==> src/assert_macros.svh <==
// Assertion helpers used by npps_back.
`ifndef ASSERT_MACROS_SVH
`define ASSERT_MACROS_SVH

// Same-cycle implication, disabled during reset.
`define ASSERT_IMP(lbl, clk, rst, ante, cons) \
  lbl: assert property (@(posedge clk) disable iff (rst) (ante) |-> (cons)) \
    else $error("assertion failed");

// Next-cycle implication, disabled during reset.
`define ASSERT_NEXT(lbl, clk, rst, ante, cons) \
  lbl: assert property (@(posedge clk) disable iff (rst) (ante) |=> (cons)) \
    else $error("assertion failed");

`endif

==> src/npps_pkg.sv <==
package npps_pkg;

  localparam int TIME_W = 21;
  localparam logic [TIME_W-1:0] TIME_MAX = {TIME_W{1'b1}};

  localparam int QDEPTH = 4;
  localparam int QPTR_W = 2;
  localparam int QCNT_W = 3;

  typedef struct packed {
    logic [7:0]  id;
    logic [15:0] arrival;
    logic [15:0] burst;
    logic [7:0]  prio;
  } proc_entry_t;

  // One request from the front to the back.
  typedef struct packed {
    logic        wr;
    logic        last;
    proc_entry_t entry;
  } npps_cmd_t;

endpackage

==> src/npps_front.sv <==
module npps_front #(
  parameter int MAX_PROCS = 16
) (
  input  logic              clk,
  input  logic              rst,
  input  logic              in_valid,
  output logic              in_stall,
  input  logic [7:0]        proc_id,
  input  logic [15:0]       arrival,
  input  logic [15:0]       burst,
  input  logic [7:0]        prio,
  input  logic              final_item,
  output logic              push_valid,
  input  logic              push_stall,
  output npps_pkg::npps_cmd_t push_cmd,
  input  logic              run_done
);
  import npps_pkg::*;

  localparam int CW = $clog2(MAX_PROCS + 1);

  logic [CW-1:0] cnt;
  logic          busy;
  logic          room;
  logic          accept;

  assign room     = cnt < CW'(MAX_PROCS);
  assign in_stall = busy || push_stall;
  assign accept   = in_valid && !in_stall;

  // Drop loads beyond the table size; a final request always goes through.
  assign push_valid        = in_valid && !busy && (room || final_item);
  assign push_cmd.wr       = room;
  assign push_cmd.last     = final_item;
  assign push_cmd.entry.id      = proc_id;
  assign push_cmd.entry.arrival = arrival;
  assign push_cmd.entry.burst   = burst;
  assign push_cmd.entry.prio    = prio;

  always_ff @(posedge clk) begin
    if (rst) begin
      cnt  <= '0;
      busy <= 1'b0;
    end else begin
      if (run_done) busy <= 1'b0;
      if (accept) begin
        if (final_item) begin
          cnt  <= '0;
          busy <= 1'b1;
        end else if (room) begin
          cnt <= cnt + CW'(1);
        end
      end
    end
  end

endmodule

==> src/npps_queue.sv <==
module npps_queue (
  input  logic                clk,
  input  logic                rst,
  input  logic                push_valid,
  output logic                push_stall,
  input  npps_pkg::npps_cmd_t push_cmd,
  output logic                pop_valid,
  input  logic                pop_stall,
  output npps_pkg::npps_cmd_t pop_cmd
);
  import npps_pkg::*;

  npps_cmd_t         slots [QDEPTH];
  logic [QPTR_W-1:0] wr_ptr;
  logic [QPTR_W-1:0] rd_ptr;
  logic [QCNT_W-1:0] fill;
  logic              push;
  logic              pop;

  assign push_stall = fill == QCNT_W'(QDEPTH);
  assign pop_valid  = fill != '0;
  assign pop_cmd    = slots[rd_ptr];
  assign push       = push_valid && !push_stall;
  assign pop        = pop_valid && !pop_stall;

  always_ff @(posedge clk) begin
    if (push) slots[wr_ptr] <= push_cmd;
  end

  always_ff @(posedge clk) begin
    if (rst) begin
      wr_ptr <= '0;
      rd_ptr <= '0;
      fill   <= '0;
    end else begin
      if (push) wr_ptr <= wr_ptr + QPTR_W'(1);
      if (pop) rd_ptr <= rd_ptr + QPTR_W'(1);
      case ({push, pop})
        2'b10:   fill <= fill + QCNT_W'(1);
        2'b01:   fill <= fill - QCNT_W'(1);
        default: fill <= fill;
      endcase
    end
  end

endmodule

==> src/npps_back.sv <==
module npps_back #(
  parameter int MAX_PROCS = 16
) (
  input  logic                clk,
  input  logic                rst,
  input  logic                q_valid,
  output logic                q_stall,
  input  npps_pkg::npps_cmd_t q_cmd,
  output logic                out_valid,
  input  logic                out_stall,
  output logic [7:0]          sched_id,
  output logic [20:0]         completion,
  output logic [20:0]         turnaround,
  output logic [20:0]         waiting,
  output logic                run_end,
  output logic                run_done
);
  import npps_pkg::*;
  `include "assert_macros.svh"

  localparam int CW = $clog2(MAX_PROCS + 1);
  localparam int IW = $clog2(MAX_PROCS);

  typedef enum logic [2:0] {
    ST_LOAD,
    ST_SCAN,
    ST_COMP,
    ST_TAT,
    ST_EMIT
  } state_t;

  state_t              state;
  proc_entry_t         proc_mem [MAX_PROCS];
  proc_entry_t         rd_data;
  logic [IW-1:0]       rd_idx;
  logic                rd_vld;
  logic [CW-1:0]       scan_addr;
  logic [CW-1:0]       cnt;
  logic [CW-1:0]       cnt_next;
  logic [CW-1:0]       k;
  logic [TIME_W-1:0]   clock_time;
  logic [MAX_PROCS-1:0] done_flags;

  logic                a_vld;
  proc_entry_t         a_ent;
  logic [IW-1:0]       a_idx;
  logic                b_vld;
  proc_entry_t         b_ent;
  logic [IW-1:0]       b_idx;

  proc_entry_t         sel_ent;
  logic [TIME_W-1:0]   comp;
  logic [TIME_W-1:0]   tat;

  logic                q_pop;
  logic                arrived;
  logic                a_take;
  logic                b_take;
  logic [TIME_W-1:0]   start;
  logic [TIME_W:0]     sum;
  logic [TIME_W-1:0]   comp_sat;
  logic [TIME_W-1:0]   arr_ext;
  logic [TIME_W-1:0]   burst_ext;
  logic                last_pick;

  assign q_stall  = state != ST_LOAD;
  assign q_pop    = q_valid && !q_stall;
  assign cnt_next = cnt + (q_cmd.wr ? CW'(1) : CW'(0));

  always_comb begin
    arrived = {5'b0, rd_data.arrival} <= clock_time;
    a_take  = rd_vld && !done_flags[rd_idx] && arrived &&
              (!a_vld || rd_data.prio < a_ent.prio);
    // Earliest arrival, then lowest prio value; load order breaks the rest.
    b_take  = rd_vld && !done_flags[rd_idx] &&
              (!b_vld || rd_data.arrival < b_ent.arrival ||
               (rd_data.arrival == b_ent.arrival && rd_data.prio < b_ent.prio));
  end

  // Nothing arrived by the clock: idle up to the earliest pending arrival.
  always_comb begin
    start    = a_vld ? clock_time : {5'b0, b_ent.arrival};
    sum      = {1'b0, start} + {6'b0, (a_vld ? a_ent.burst : b_ent.burst)};
    comp_sat = sum[TIME_W] ? TIME_MAX : sum[TIME_W-1:0];
  end

  assign arr_ext   = {5'b0, sel_ent.arrival};
  assign burst_ext = {5'b0, sel_ent.burst};
  assign last_pick = (k + CW'(1)) == cnt;

  always_ff @(posedge clk) begin
    if (q_pop && q_cmd.wr) proc_mem[cnt[IW-1:0]] <= q_cmd.entry;
  end

  always_ff @(posedge clk) begin
    rd_data <= proc_mem[scan_addr[IW-1:0]];
  end

  always_ff @(posedge clk) begin
    if (rst) begin
      state      <= ST_LOAD;
      cnt        <= '0;
      k          <= '0;
      clock_time <= '0;
      done_flags <= '0;
      scan_addr  <= '0;
      rd_vld     <= 1'b0;
      a_vld      <= 1'b0;
      b_vld      <= 1'b0;
      out_valid  <= 1'b0;
      run_done   <= 1'b0;
    end else begin
      run_done <= 1'b0;
      rd_vld   <= 1'b0;
      if (out_valid && !out_stall) out_valid <= 1'b0;
      if (a_take) begin
        a_vld <= 1'b1;
        a_ent <= rd_data;
        a_idx <= rd_idx;
      end
      if (b_take) begin
        b_vld <= 1'b1;
        b_ent <= rd_data;
        b_idx <= rd_idx;
      end
      case (state)
        ST_LOAD: begin
          if (q_pop) begin
            cnt <= cnt_next;
            if (q_cmd.last) begin
              if (cnt_next == '0) begin
                run_done <= 1'b1;
              end else begin
                state     <= ST_SCAN;
                scan_addr <= '0;
                a_vld     <= 1'b0;
                b_vld     <= 1'b0;
              end
            end
          end
        end
        ST_SCAN: begin
          if (scan_addr < cnt) begin
            rd_vld    <= 1'b1;
            rd_idx    <= scan_addr[IW-1:0];
            scan_addr <= scan_addr + CW'(1);
          end else if (!rd_vld) begin
            state <= ST_COMP;
          end
        end
        ST_COMP: begin
          sel_ent    <= a_vld ? a_ent : b_ent;
          comp       <= comp_sat;
          clock_time <= comp_sat;
          done_flags[a_vld ? a_idx : b_idx] <= 1'b1;
          state      <= ST_TAT;
        end
        ST_TAT: begin
          tat   <= (comp >= arr_ext) ? comp - arr_ext : '0;
          state <= ST_EMIT;
        end
        ST_EMIT: begin
          if (!out_valid || !out_stall) begin
            out_valid  <= 1'b1;
            sched_id   <= sel_ent.id;
            completion <= comp;
            turnaround <= tat;
            waiting    <= (tat >= burst_ext) ? tat - burst_ext : '0;
            run_end    <= last_pick;
            if (last_pick) begin
              cnt        <= '0;
              k          <= '0;
              clock_time <= '0;
              done_flags <= '0;
              run_done   <= 1'b1;
              state      <= ST_LOAD;
            end else begin
              k         <= k + CW'(1);
              scan_addr <= '0;
              a_vld     <= 1'b0;
              b_vld     <= 1'b0;
              state     <= ST_SCAN;
            end
          end
        end
        default: state <= ST_LOAD;
      endcase
    end
  end

  `ASSERT_IMP(a_pick_in_range, clk, rst, state != ST_LOAD, k < cnt)
  `ASSERT_IMP(a_run_cleared, clk, rst, run_done, done_flags == '0 && cnt == '0)
  `ASSERT_NEXT(a_comp_has_cand, clk, rst, state == ST_SCAN && scan_addr == cnt && !rd_vld,
               a_vld || b_vld)

endmodule

==> src/nonpreemptive_priority_scheduler.sv <==
// Channel   Direction  Handshake            Payload
// load      in         in_valid/in_stall    proc_id arrival burst prio final_item
// result    out        out_valid/out_stall  sched_id completion turnaround waiting run_end
//
// Loads take one request a cycle while in_stall is low, through a four-deep queue into the table.
// Each result takes one scan of the N loaded entries in the table memory
// (one registered read port) plus three arithmetic steps.
// Reset is synchronous; it clears counters, done flags and the queue, not the table.
// A stalled result sits in the output register while the next scan runs; loads stall
// from the final request until run_done, registered with the last result, frees the front.
module nonpreemptive_priority_scheduler #(
  parameter int MAX_PROCS = 16
) (
  input  logic        clk,
  input  logic        rst,
  input  logic        in_valid,
  output logic        in_stall,
  input  logic [7:0]  proc_id,
  input  logic [15:0] arrival,
  input  logic [15:0] burst,
  input  logic [7:0]  prio,
  input  logic        final_item,
  output logic        out_valid,
  input  logic        out_stall,
  output logic [7:0]  sched_id,
  output logic [20:0] completion,
  output logic [20:0] turnaround,
  output logic [20:0] waiting,
  output logic        run_end
);
  import npps_pkg::*;

  logic      push_valid;
  logic      push_stall;
  npps_cmd_t push_cmd;
  logic      q_valid;
  logic      q_stall;
  npps_cmd_t q_cmd;
  logic      run_done;

  npps_front #(.MAX_PROCS(MAX_PROCS)) u_front (
    .clk        (clk),
    .rst        (rst),
    .in_valid   (in_valid),
    .in_stall   (in_stall),
    .proc_id    (proc_id),
    .arrival    (arrival),
    .burst      (burst),
    .prio       (prio),
    .final_item (final_item),
    .push_valid (push_valid),
    .push_stall (push_stall),
    .push_cmd   (push_cmd),
    .run_done   (run_done)
  );

  npps_queue u_queue (
    .clk        (clk),
    .rst        (rst),
    .push_valid (push_valid),
    .push_stall (push_stall),
    .push_cmd   (push_cmd),
    .pop_valid  (q_valid),
    .pop_stall  (q_stall),
    .pop_cmd    (q_cmd)
  );

  npps_back #(.MAX_PROCS(MAX_PROCS)) u_back (
    .clk        (clk),
    .rst        (rst),
    .q_valid    (q_valid),
    .q_stall    (q_stall),
    .q_cmd      (q_cmd),
    .out_valid  (out_valid),
    .out_stall  (out_stall),
    .sched_id   (sched_id),
    .completion (completion),
    .turnaround (turnaround),
    .waiting    (waiting),
    .run_end    (run_end),
    .run_done   (run_done)
  );

endmodule

==> config.mk <==
export PLATFORM = sky130hd
export DESIGN_NAME = nonpreemptive_priority_scheduler
export DESIGN_NICKNAME = d
export VERILOG_FILES = /design/src/npps_pkg.sv /design/src/npps_front.sv /design/src/npps_queue.sv /design/src/npps_back.sv /design/src/nonpreemptive_priority_scheduler.sv
export VERILOG_INCLUDE_DIRS = /design/src /design/src/src
export SDC_FILE = /design/constraint.sdc
export NUM_CORES = 1
export LEC_CHECK = 0
export BUFFER_PORTS_ARGS = -buffer_cell sky130_fd_sc_hd__buf_2
export CAP_MARGIN = 20
export CORE_MARGIN = 2
export CORE_UTILIZATION = 62
export CTS_CLUSTER_DIAMETER = 100
export CTS_CLUSTER_SIZE = 28
export DETAILED_ROUTE_END_ITERATION = 8
export GPL_TIMING_DRIVEN = 1
export HOLD_SLACK_MARGIN = 0.06
export PLACE_DENSITY = 0.79
export RECOVER_POWER = 50
export SETUP_SLACK_MARGIN = 0.5
export SKIP_CTS_REPAIR_TIMING = 1
export SLEW_MARGIN = 10
export SYNTH_ARGS = -nofsm -noshare
export SYNTH_HDL_FRONTEND = slang
export SYNTH_HIERARCHICAL = 1
export SYNTH_SLANG_ARGS = --single-unit
export TNS_END_PERCENT = 20
==> constraint.sdc <==
create_clock -name clk -period 6.8 [get_ports clk]
set_input_delay 1.7 -clock clk [delete_from_list [all_inputs] [get_ports clk]]
set_output_delay 1.7 -clock clk [all_outputs]
set_load 0.01 [all_outputs]
==> results by group, run 1 <==
Timing
  • Setup violations, final: 0
  • RSZ-0062 raised after global routing: no
  • Final Worst Setup Slack: 1730 ps
  • Fin. Hold Viols: 0
  • Final worst-path cycle share: 74.6%
  • Max Slew Vio Count: 303
  • Max_slew headroom: -108%
  • Worst Skew: 63.7 ps
  • Fmax: 197 MHz
  • Setup TNS: 0 ps
  • Least-Margin Pin Slew: 3110 ps
  • Final worst path period need: 5070 ps

Die
  • I/O pin cnt: 127
  • Chip height: 299 um
  • Initial core utilization: 62.3%
  • Die X: 299 um
  • Die ar.: 89100 sq um
  • Row count: 108
  • Core Area: 86300 sq um

Global route
  • First-pass GRT wire length: 171000 um
  • Vias in the first global route: 27040
  • Total GRT Usage: 25.5%
  • Pin count of the biggest net entering global routing: 155
  • Grt ovf: 0
  • Antenna violations before repair: 4

Finish
  • Area grow syn2layout: 5.90%
  • Most frequent cells in the layout: edfxtp_1, mux4_2, nand2_1
  • Commonest non-fill, non-tap cell in the layout: edfxtp_1
  • Layout cells sized above 1: 17.0%
  • Footprint of the multi-input gates: 13200 sq um
  • Fillers: 5535
  • Final core utilization: 66.0%
  • Fin nets: 3091
  • Reg area: 39400 sq um
  • Number of diodes: 0

Detailed routing
  • WL final: 112000 um
  • WL/cell: 27.3 um
  • Post-route DRC: 0
  • Post-route ant nets: 0
  • Via count: 26705
  • Vias per inst: 6.47
  • Number of iterations in the first detailed-routing pass: 5
  • Iter 0 DRT Violations: 2675

Clock network
  • Clk_lat worst skew: 700 ps
  • Clock-pin slew on the worst setup and hold paths: 110 ps
  • CTS tree: yes
  • Root Buffer: clkbuf_16
  • H-tree levels: 2
  • Total clock sinks: 1353
  • CTS Buffer Depth: 3
  • TritonCTS Buffers: 55

Synthesis
  • Syn Inst Count: 2862
  • Syn Nets: 3027
  • Syn avg cell area: 18.8 sq um
  • Number of distinct library cells after synthesis: 82
  • Ys async rst share: 0%
  • Synthesized area: 53800 sq um
  • Synth Warn #: 6
  • Seq/Total Area, Yosys: 73.2%
  • Synth Register Bits: 1353
  • Ys flop type: edfxtp_1
  • Post-synth EDFFs: 1230

Setup path
  • Critical path data arrival time: 5430 ps
  • Crit start category: register
  • Setup crit end kind: register
  • WS Path Type: reg2reg
  • Worst endpoint required time: 7150 ps
  • Crit path max fanout: 33

Flow run
  • Maximum capacitance violations: 7

Place
  • Placer congestion estimate: 0.917
  • DP Wirelength: 68200 um
  • IO buf count: 126
  • DP Worst Slack: 2760 ps

Outcome
  • Status: complete, but fails checks
  • Failing checks: max-capacitance violations, max-slew violations

Pwr
  • Tot Pwr: 18300 uW
  • Leakage power: 0.0181 uW
  • Pwr dens: 320 nW/um^2
  • Worst VDD drop: 333 uV

Min path
  • Hold crit path type: reg2reg
==> kinds of logic after synthesis <==
family | after synthesis | synth area share [%]
mux | 328 | 13.0
flops | 1353 | 73.2
compound gates | 304 | 3.79
xor+xnor | 44 | 0.716
fa+ha+maj | 112 | 2.66
buf+inv | 278 | 2.55
simple gates | 443 | 4.02
==> registers in the layout, summed over array words and instances (netlist names), 8 cells and up, named ones only <==
signal             count
u_back/sel_ent         8
u_back/burst_ext      16
u_back/done_flags     16
u_back/a_ent          48
u_back/proc_mem      768
u_back/waiting        21
u_back/tat            21
u_queue/slots        200
u_back/comp           21
u_back/arr_ext        16
u_back/b_ent          48
u_back/completion     21
u_back/clock_time     21
u_back/rd_data        48
u_back/turnaround     21
u_back/sched_id        8
==> power breakdown <==
group | total, uW | switching, uW | internal [uW]
clock | 4020 | 2410 | 1600
sequential | 10900 | 388 | 10500
combinational | 3350 | 2090 | 1260
==> cell usage after synthesis, drive strengths merged, types with 12 or more instances <==
library cell | instances | area share (%)
nor2b | 15 | 0.17
buf | 92 | 1.3
a21oi | 80 | 0.74
or3 | 17 | 0.21
nand2b | 22 | 0.26
mux4 | 295 | 12
nand2 | 123 | 0.86
a211oi | 13 | 0.20
xnor2 | 21 | 0.34
edfxtp | 1230 | 69
ha | 108 | 2.5
nand4 | 17 | 0.20
a22o | 16 | 0.26
nor2 | 131 | 0.92
o21a | 12 | 0.17
nor3 | 31 | 0.30
mux2 | 30 | 0.63
inv | 122 | 0.85
dfxtp | 123 | 4.6
o21ai | 69 | 0.64
a21o | 32 | 0.45
nand3 | 23 | 0.21
xor2 | 23 | 0.37
clkbuf | 64 | 0.45
==> worst paths after layout <==
check / cells after the start / end / slack, ps / startpoint
worst min-delay path: 0 / u_back/sched_id[3]$_DFFE_PP_ / 430 / u_back/sel_ent[43]$_DFFE_PP_
worst max-delay path: 10 / u_back/comp[18]$_DFFE_PP_ / 1730 / u_back/a_vld$_SDFF_PP0_
worst min register to register: 0 / u_back/sched_id[3]$_DFFE_PP_ / 430 / u_back/sel_ent[43]$_DFFE_PP_
worst max register to register: 10 / u_back/comp[18]$_DFFE_PP_ / 1730 / u_back/a_vld$_SDFF_PP0_
==> critical path, cell delays in order, from the launching register on <==
cell and delay, ps:
dfxtp_1 1220, clkbuf_1 1020, mux2_1 470, ha_1 380, a21oi_1 250, o21ai_0 200
or3_1 390, o2111ai_1 320, a21oi_1 210, a21oi_1 210, o21ai_0 100
==> cell type report <==
class / count / share of cell area, %
repair buffers: 163 / 1.48
well taps: 1155 / 2.54
clock buffers: 96 / 2.72
multi-input cells: 1231 / 23.1
flip-flops and latches: 1353 / 69.2
inverters: 122 / 0.804
clock inverters: 7 / 0.213
==> stage by stage <==
step	cell area, sq um	hold slack [ps]	std cells
6_report	57000	428	4127
5_1_grt	57000	426	4127
4_1_cts	57100	428	4126
3_5_place_dp	55400	410	4023
3_3_place_gp	55400	412	4022
2_1_floorplan	53800	400	2862
==> layer usage <==
layer	global-route usage [%]	vias up	wire length [um]
li1	-	11428	-
met1	35.0	13838	43700
met2	43.8	1245	57800
met3	3.24	190	7860
met4	7.00	4	3030
met5	0	-	27
Note: power is estimated with default switching activity, not from simulation.
==> inputs of run 2 (changes only) <==
- CORE_UTILIZATION: 62 -> 56
- PLACE_DENSITY: 0.79 -> 0.75
- clock period: 6.8 -> 4.5 ns (I/O delays scaled with it)
==> results by group, run 2 (synthesized netlist as in run 1, its figures left out) <==
Pwr
  • Leakage power: 0.0182 uW (+0.17%)
  • Clock power share: 22.3% (+0.3 points)
  • Internal power: 20300 uW (+52%)
  • Pwr dens: 480 nW/um^2 (+50%)
  • Comb pwr share: 18.4% (about the same)
  • Tot Pwr: 27600 uW (+51%)
  • Worst VDD drop: 327 uV (-1.8%)
  • Sequential share of power: 59.3% (-0.4 points)
  • Psw: 7310 uW (+50%)
  • Sw Share: 26.4% (-0.35 points)

Clock network
  • Clock-pin slew on the worst setup and hold paths: 100 ps (about the same)
  • H-tree levels: 2 (unchanged)
  • CTS Buffer Depth: 3 (unchanged)
  • TritonCTS Buffers: 56 (+1.8%)
  • Clk_lat worst skew: 700 ps (about the same)
  • Root Buffer: clkbuf_16
  • CTS tree: yes
  • Total clock sinks: 1353 (unchanged)

Detailed routing
  • Post-route ant nets: 0 (unchanged)
  • Post-route DRC: 0 (unchanged)
  • WL final: 110000 um (-2.2%)
  • WL/cell: 25.8 um (-5.2%)
  • Iter 0 DRT Violations: 2706 (+1.2%)
  • Number of iterations in the first detailed-routing pass: 6 (+1)
  • Via count: 26571 (-0.50%)
  • Vias per inst: 6.24 (-3.6%)

Setup path
  • WS Path Type: reg2reg
  • Worst endpoint required time: 5000 ps (-2150 ps)
  • Crit start category: register
  • Setup crit end kind: register
  • Critical path data arrival time: 4280 ps (-1150 ps)
  • Crit path max fanout: 35 (+6.1%)

Die
  • Row count: 113 (+4.6%)
  • Chip height: 314 um (+5.2%)
  • Die ar.: 98600 sq um (+11%)
  • Die X: 314 um (+5.2%)
  • Initial core utilization: 56.5% (-5.8 points)
  • Core Area: 95200 sq um (+10%)
  • I/O pin cnt: 127 (unchanged)

Timing
  • Least-Margin Pin Slew: 1770 ps (-1340 ps)
  • Final worst path period need: 3780 ps (-1300 ps)
  • Max_slew headroom: -18.2% (+89 points)
  • Setup violations, final: 0 (unchanged)
  • Max Slew Vio Count: 85 (-72%)
  • Fin. Hold Viols: 0 (unchanged)
  • Final worst-path cycle share: 84.0% (+9.3 points)
  • Fmax: 265 MHz (+34%)
  • Worst Skew: 45.2 ps (-18.6 ps)
  • RSZ-0062 raised after global routing: no

Global route
  • GR Util met2: 38.3% (-5.4 points)
  • First-pass GRT wire length: 166000 um (-2.7%)
  • Grt ovf: 0 (unchanged)
  • GR Util met3: 2.45% (-0.79 points)
  • Total GRT Usage: 22.4% (-3.1 points)
  • Met1 Usage GRT: 31.3% (-3.7 points)
  • Vias in the first global route: 26741 (-1.1%)
  • Busiest grt layer: met2
  • Antenna violations before repair: 3 (-1)
  • Pin count of the biggest net entering global routing: 141 (-9.0%)

Min path
  • Hold crit path type: reg2reg

Place
  • IO buf count: 126 (unchanged)
  • Placed insts: 4153 (+3.2%)
  • DP Wirelength: 68400 um (+0.37%)
  • Placer congestion estimate: 0.872 (-4.9%)

Finish
  • Max reg flops: 768 (unchanged)
  • Most frequent cells in the layout: edfxtp_1, mux4_2, clkbuf_1
  • Fin nets: 3111 (+0.65%)
  • Commonest non-fill, non-tap cell in the layout: edfxtp_1
  • Fin cells: 4258 (+3.2%)
  • Area grow syn2layout: 6.97%
  • Layout cells sized above 1: 15.9% (-1.0 points)

Outcome
  • Failing checks: max-capacitance violations, max-slew violations
  • Status: complete, but fails checks

Flow run
  • Maximum capacitance violations: 4 (-3)
run 2: critical path: stages (launching register included):
cell and delay (ps):
dfxtp_1 1330, clkbuf_2 1440, mux4_2 750
run 2: final cells by class:
cell class | instances | area [sq um]
fillers | 6689 | 37600
clock buffers | 96 | 1570
well taps | 1265 | 1580
repair buffers | 182 | 1200
inverters | 122 | 458
clock inverters | 8 | 150
multi-input cells | 1231 | 13200
diodes | 1 | 2.50
flip-flops and latches | 1353 | 39400
run 2: worst paths after layout:
check	from	endpoint	slack (ps)	depth (start not counted)
setup / recovery	u_back/scan_addr[2]$_SDFFE_PP0P_	u_back/rd_data[11]$_DFF_P_	720	2
hold / removal	u_back/rd_data[12]$_DFF_P_	u_back/b_ent[12]$_DFFE_PP_	440	0
setup reg to reg	u_back/scan_addr[2]$_SDFFE_PP0P_	u_back/rd_data[11]$_DFF_P_	720	2
hold reg to reg	u_back/rd_data[12]$_DFF_P_	u_back/b_ent[12]$_DFFE_PP_	440	0
run 2: per-stage QoR:
step           hold slack (ps)  setup WS, ps  TNS, ps  util [%]  cell area (sq um)
6_report                   440           722        0      60.5              57500
5_1_grt                    450           444        0      60.5              57500
4_1_cts                    437           970        0      60.7              57800
3_5_place_dp               412          1020        0      58.9              56100
3_3_place_gp               405          1090        0      58.9              56000
2_1_floorplan              400          -738   -95670         -              53800
run 2: power groups by stage:
stage | registers (uW) | logic, uW | clock network [uW]
after floorplan | 16400 | 3630 | 0
after global placement | 16600 | 4890 | 0
after detailed placement | 16700 | 5130 | 0
after CTS | 16400 | 5150 | 6320
after global routing | 16500 | 5560 | 6700
final | 16400 | 5100 | 6150
run 2: metal layers:
layer  vias up  wire, um
met2      1048     56100
met3       180      6800
met4         0      2600
li1      11478         -
met5         -         0
met1     13865     44600
